**config.mk**
```make
export PLATFORM = sky130hd
export DESIGN_NAME = c2s_isqrt
export DESIGN_NICKNAME = d
export VERILOG_FILES = /design/src/design/c2s_pkg.sv /design/src/design/c2s_isqrt.sv
export SDC_FILE = /design/constraint.sdc
export NUM_CORES = 2
export LEC_CHECK = 0
export BUFFER_PORTS_ARGS = -buffer_cell sky130_fd_sc_hd__clkbuf_2
export CAP_MARGIN = 20
export CORE_MARGIN = 2
export CORE_UTILIZATION = 33
export DETAILED_ROUTE_END_ITERATION = 10
export GPL_TIMING_DRIVEN = 0
export PLACE_DENSITY = 0.48
export SLEW_MARGIN = 10
export SYNTH_ARGS = -nofsm -noshare
export SYNTH_HDL_FRONTEND = slang
export SYNTH_SLANG_ARGS = --single-unit
```
**constraint.sdc**
```tcl
create_clock -name clk -period 3.6 [get_ports clk]
set_input_delay 0.18 -clock clk [delete_from_list [all_inputs] [get_ports clk]]
set_output_delay 0.18 -clock clk [all_outputs]
set_load 0.005 [all_outputs]
```
**src/design/c2s_pkg.sv**
```systemverilog
// ---------------------------------------------------------------------------
// c2s_pkg
// Shared widths, field offsets and the arctangent table of the Cartesian to
// spherical converter.
// ---------------------------------------------------------------------------
package c2s_pkg;

	localparam int COMP_BITS    = 18;
	localparam int ANGLE_BITS   = 16;
	localparam int Q_BITS       = 16;
	localparam int CORDIC_STEPS = 28;
	localparam int NORM_STEPS   = 5;

	// |x| <= 2^(COMP_BITS-1), so a square needs 2*COMP_BITS-1 bits
	localparam int SQ_W   = 2 * COMP_BITS - 1;
	localparam int SUM_W  = 2 * COMP_BITS;
	localparam int RAD_W  = 62;
	localparam int ROOT_W = RAD_W / 2;
	localparam int NRM_W  = 31;
	localparam int ACC_W  = 32;
	localparam int CW     = 36;

	localparam int IN_W       = ((3 * COMP_BITS + 7) / 8) * 8;
	localparam int OUT_DATA_W = COMP_BITS + 2 * ANGLE_BITS + 2 * Q_BITS;
	localparam int OUT_W      = ((OUT_DATA_W + 7) / 8) * 8;

	localparam int X_LO   = 0;
	localparam int Y_LO   = COMP_BITS;
	localparam int Z_LO   = 2 * COMP_BITS;
	localparam int MAG_LO = 0;
	localparam int AZ_LO  = COMP_BITS;
	localparam int POL_LO = AZ_LO + ANGLE_BITS;
	localparam int CP_LO  = POL_LO + ANGLE_BITS;
	localparam int CA_LO  = CP_LO + Q_BITS;

	localparam int PRE_LAT    = 3 + NORM_STEPS;
	localparam int SQRT_LAT   = ROOT_W;
	localparam int CORDIC_LAT = CORDIC_STEPS + 1;
	localparam int DIV_LAT    = Q_BITS;
	localparam int PIPE_LAT   = PRE_LAT + SQRT_LAT + CORDIC_LAT + 1;

	localparam logic [Q_BITS-1:0] COS_MAX = {1'b0, {(Q_BITS-1){1'b1}}};

	// atan(2^-i) with 2^32 units per turn
	function automatic logic [ACC_W-1:0] atan_val(input int idx);
		logic [ACC_W-1:0] v;
		case (idx)
			0:  v = 32'd536870912;
			1:  v = 32'd316933406;
			2:  v = 32'd167458907;
			3:  v = 32'd85004756;
			4:  v = 32'd42667331;
			5:  v = 32'd21354465;
			6:  v = 32'd10679838;
			7:  v = 32'd5340245;
			8:  v = 32'd2670163;
			9:  v = 32'd1335087;
			10: v = 32'd667544;
			11: v = 32'd333772;
			12: v = 32'd166886;
			13: v = 32'd83443;
			14: v = 32'd41722;
			15: v = 32'd20861;
			16: v = 32'd10430;
			17: v = 32'd5215;
			18: v = 32'd2608;
			19: v = 32'd1304;
			20: v = 32'd652;
			21: v = 32'd326;
			22: v = 32'd163;
			23: v = 32'd81;
			24: v = 32'd41;
			25: v = 32'd20;
			26: v = 32'd10;
			27: v = 32'd5;
			default: v = '0;
		endcase
		return v;
	endfunction

endpackage

```
**src/design/c2s_isqrt.sv**
```systemverilog
// ---------------------------------------------------------------------------
// c2s_isqrt
// Pipelined integer square root, one root bit per stage, rounded down.
// ---------------------------------------------------------------------------
module c2s_isqrt import c2s_pkg::*; (
	input  logic              clk,
	input  logic              en,
	input  logic [RAD_W-1:0]  rad,
	output logic [ROOT_W-1:0] root
);

	localparam int REM_W = ROOT_W + 3;

	logic [REM_W-1:0]  rem_s  [0:ROOT_W-1];
	logic [ROOT_W-1:0] root_s [0:ROOT_W-1];
	logic [RAD_W-1:0]  rad_s  [0:ROOT_W-2];

	for (genvar g = 0; g < ROOT_W; g++) begin : g_st
		logic [REM_W-1:0]  rem_in, rem_try, trial;
		logic [ROOT_W-1:0] root_in;
		logic [RAD_W-1:0]  rad_in;

		if (g == 0) begin : g_first
			assign rem_in  = '0;
			assign root_in = '0;
			assign rad_in  = rad;
		end else begin : g_next
			assign rem_in  = rem_s[g-1];
			assign root_in = root_s[g-1];
			assign rad_in  = rad_s[g-1];
		end

		// bring down the next two radicand bits
		assign rem_try = {rem_in[REM_W-3:0], rad_in[RAD_W-1 -: 2]};
		assign trial   = REM_W'({root_in, 2'b01});

		always_ff @(posedge clk) begin
			if (en) begin
				if (rem_try >= trial) begin
					rem_s[g]  <= rem_try - trial;
					root_s[g] <= {root_in[ROOT_W-2:0], 1'b1};
				end else begin
					rem_s[g]  <= rem_try;
					root_s[g] <= {root_in[ROOT_W-2:0], 1'b0};
				end
			end
		end

		if (g < ROOT_W - 1) begin : g_rad
			always_ff @(posedge clk) begin
				if (en) begin
					rad_s[g] <= rad_in << 2;
				end
			end
		end
	end

	assign root = root_s[ROOT_W-1];

endmodule

```
Word level (Yosys, flattened, before mapping)
Memories as Yosys holds them, arrays and structs flattened.
Index checks and enable logic that the tools add are counted.
- register bits: 0
- RAM bits: 3815
- input port bits: 64
- output and inout bits: 31
- word-level logic and storage cells: 377
- memories kept: 3
- $add $sub $neg: 31
- order comparisons: 31
- muxes and demuxes: 250
- bitwise gates (word level): 62
- memories (memory ; depth ; bits a word ; read ports ; clocked after Yosys merged registers in ; write ports ; RTL line ; text):
    rad_s ; 30 ; 60 ; 30 ; 0 ; 30 ; c2s_isqrt.sv:16 ; logic [RAD_W-1:0] rad_s [0:ROOT_W-2];
    rem_s ; 31 ; 34 ; 30 ; 0 ; 31 ; c2s_isqrt.sv:14 ; logic [REM_W-1:0] rem_s [0:ROOT_W-1];
    root_s ; 31 ; 31 ; 31 ; 0 ; 31 ; c2s_isqrt.sv:15 ; logic [ROOT_W-1:0] root_s [0:ROOT_W-1];
- operator list (cell ; number):
    34-bit two-way mux ; 31
    34-bit by 33-bit greater-or-equal comparator with 1-bit output ; 30
    34-bit by 33-bit subtractor with 34-bit output ; 30
    31-bit two-way mux ; 31
    1-bit two-way mux ; 188
    1-bit bitwise OR ; 62
    2-bit by 1-bit subtractor with 3-bit output, second input constant ; 1
    2-bit by 1-bit greater-or-equal comparator with 1-bit output, second input constant ; 1

Logic depth before layout (Yosys ltp)
An unclocked memory read counts as a cell.
- depth after elaboration: 6
- gate-level depth with buffers: 14
- mapped depth without buffers: 12

Worst setup path after synthesis
No wires, ideal clock.
- path type: register -> register
- start: memory rem_s[1][345] (netlist name)
- end: memory rem_s[1][375] (netlist name), data pin
- data arrival time: 3.169 ns
- required time: 3.333 ns
- slack: 0.164 ns
- stages on the path, launching flop included: 12
- clock period less this slack: 3.436 ns
- cells stage by stage: edfxtp_1 -> ha_1 -> a211o_1 -> a21oi_1 -> or4b_1 -> a21oi_1 -> nand3_1 -> a311o_1 -> a211oi_1 -> buf_2 -> buf_1 -> o21ai_0
- RTL lines (item ; RTL line):
    start: declaration ; c2s_isqrt.sv:14

==> impl_metrics.tcl <==
set metrics [dict create \
    outcome "finished clean" \
    rsz0062_at_grt "true" \
    min_to "rad_s[0][90]" \
    r2r_end "rem_s[0][369]" \
    reg2reg_from "rem_s[0][329]" \
    place.gp.congestion 0.865 \
    finalNonFillerCells 13600 \
    hold_viol 0 \
    ys_seq_elements 2339 \
    port_buffers 94 \
    wl_mm 248 \
    drc 0 \
    cts_num_sinks 2339 \
    ys_types 84 \
    synth_compound_area_share_pct 9.35 \
    fillers 31000 \
    dr.pass1.iters 8 \
    hold_path.startpoint "en" \
    synth_top_family_by_area "simple AND/OR/NAND/NOR gates" \
    cp_max_fo 8 \
    die_h_um 578 \
    irDropWorstVdd_mv 0.403 \
    syn_area_um2 109000 \
    startpoint "rem_s[0][329]" \
    synthMuxAreaShare_pct 0.677 \
    cap_violations 0 \
    synth.avg_cell_area_um2 12.8 \
    antenna_left 0 \
    yosys_warnings 0 \
    setup_viol 0 \
    yosysSeqAreaShare_pct 64.5 \
    path_clk_slew_ns 0.06 \
    finalMaxSlewViolations 0 \
    path_class "reg -> reg" \
    max_freq_mhz 281 \
    crit_required_ns 4.20 \
    ff_latch_area_um2 70200 \
    post_synth_xor_area_fraction_pct 6.13 \
    grt-ovfl-total 0 \
    syn_inst 8484 \
    timing.slew.headroom_pct 33.0 \
    dp_slack_ns -3.48 \
    design.core.area_um2 328000 \
    synth_edf_count 2338 \
    synth_adder_area_share_pct 6.08 \
    grt_use_total_pct 14.6 \
    reg2reg_slack_ns 0.04 \
    hold_class "in -> reg" \
    crit_arrival_ns 4.16 \
    clkLatencyLatePin_ns 0.87 \
    dominantRegCellSynth "edfxtp_1" \
    async_reset_ff_share_pct 0 \
    layout_common_cells "edfxtp_1, nand2_1, inv_1" \
    clk_path_buf_depth 4 \
    dp_hpwl_mm 181 \
    min_path_cells 3 \
    viasPerCell 4.87 \
    numCtsBuffers 275 \
    final_common_cell "edfxtp_1" \
    finClkSkew_ns 0.0390 \
    finish.net_count 9659 \
    multi_input_area_um2 36400 \
    antenna_found_initial 5 \
    die_w_um 578 \
    grt_max_degree 102 \
    floorplan.initialDensity_pct 33.2 \
    cts_tree "yes" \
    leakage_nw 47.6 \
    vias 66400 \
    area_growth_pct 17.0 \
    grt_pass1_wl_mm 383 \
    drive_gt1_share_pct 10.1 \
    htreeDepth 5 \
    dp_cells 13000 \
    fp.dieArea_um2 334000 \
    synth-simple-area-share_pct 10.3 \
    ios 95 \
    period_share_pct 99.0 \
    drtIter0Drc 4508 \
    crit_path_start_kind "flip-flop" \
    powerDensity_nw_per_um2 637 \
    grt_pass1_vias 65900 \
    post-route-min-period_ns 3.56 \
    worst_slew_pin_slew_ns 1.00 \
    cp-end-kind "flip-flop" \
    fp-row-count 210 \
    cts.root.buffer_cell "clkbuf_16" \
    routedWlPerCell_um 18.2 \
    synth_nets 9077 \
    fin_ws_ns 0.0371 \
    worstRegToRegCells 8 \
]
-- cells by family (layout without fill, tap and decap cells) --
group	after synthesis	in the layout
buf+inv	840	1620
mux	67	67
other cells	0	1
xor+xnor	762	762
compound gates	1669	1669
fa+ha+maj	529	529
flops	2339	2339
simple gates	2278	2278
-- worst max-delay path by stage --
stage	to	cells after the start
2_1_floorplan	rem_s[1][375]	11
3_3_place_gp	rem_s[1][384]	6
3_5_place_dp	rem_s[1][329]	15
4_1_cts	rem_s[1][375]	13
5_1_grt	rem_s[0][369]	8
6_report	rem_s[0][369]	8
-- repair_timing --
item                       in CTS  in global routing
pin swaps                      14                 22
hold buffers                  130                  0
setup endpoints to repair    2332                455
setup buffers                  14                 29
hold endpoints to repair      133                  0
resized for setup             215                148
cloned                          8                  0
-- through the flow --
stage	power (mW)	utilization (%)	area [um^2]	hold WS [ns]	TNS, ns
finish	81.2	38.9	127000	0.0779	0
global route	85.7	38.9	127000	0.0460	-0.571
CTS	82.3	38.7	127000	0.0151	-0.380
detailed placement	54.3	35.3	116000	0.359	-5592.86
global placement	54.6	35.0	115000	0.357	-
floorplan	48.8	-	109000	0.279	0
-- synth_stat cells (all sizes together) (13+ instances only) --
| cell type | number | area, um^2 |
|---|---|---|
| o2111ai | 13 | 114 |
| and2 | 43 | 269 |
| nand2b | 103 | 644 |
| o31ai | 40 | 300 |
| clkbuf | 170 | 638 |
| nor2b | 76 | 478 |
| or4 | 54 | 417 |
| edfxtp | 2338 | 70200 |
| o211ai | 40 | 300 |
| mux2 | 53 | 597 |
| mux2i | 14 | 140 |
| nand3 | 172 | 866 |
| o21a | 88 | 661 |
| nand4 | 89 | 557 |
| inv | 652 | 2450 |
| and3 | 39 | 244 |
| a21oi | 458 | 2290 |
| nor3 | 191 | 956 |
| buf | 17 | 90.1 |
| xnor2 | 368 | 3220 |
| a21o | 181 | 1360 |
| a211oi | 52 | 390 |
| nor4 | 111 | 694 |
| a31oi | 57 | 357 |
| or3 | 90 | 568 |
| xor2 | 394 | 3450 |
| ha | 529 | 6620 |
| or2 | 42 | 263 |
| nand3b | 21 | 158 |
| o21bai | 49 | 368 |
| nand2 | 681 | 2560 |
| o41ai | 16 | 140 |
| nor2 | 482 | 1810 |
| a21boi | 17 | 128 |
| and4 | 17 | 149 |
| nor4b | 24 | 210 |
| o21ai | 538 | 2690 |
-- critical path: stages (launching register included) --
cell and delay, ns:
edfxtp_1 0.42, or4_4 0.54, or3_4 0.35, or4_4 0.50, or4_4 0.50, or4b_4 0.59, nand3_4 0.20, nor3_2 0.06
xor2_1 0.14
-- power breakdown --
part | total [mW] | switching, mW | internal, mW
clock | 26.7 | 11.0 | 15.8
sequential | 37.0 | 2.38 | 34.6
combinational | 17.4 | 10.2 | 7.20
-- final cells by class --
type	instances	share of cell area [%]
multi-input cells	5305	28.6
well taps	4346	4.27
repair buffers	314	2.57
flip-flops and latches	2339	55.1
diodes	1	0.00196
clock inverters	127	0.911
inverters	653	1.93
clock buffers	348	5.80
plain buffers	178	0.815
-- routing by layer --
| metal | track usage, % | wire, um | vias to the layer above |
|---|---|---|---|
| met2 | 25.3 | 123000 | 1200 |
| met1 | 18.8 | 109000 | 32300 |
| met3 | 1.83 | 9150 | 372 |
| met4 | 4.66 | 7230 | 0 |
| li1 | - | - | 32500 |
| met5 | 0 | 0 | - |
-- state kept, by name, summed over array words and instances (netlist names) --
signal and flops:
rad_s 930, root_s 496, rem_s 913
(Power assumes the default switching activity.)
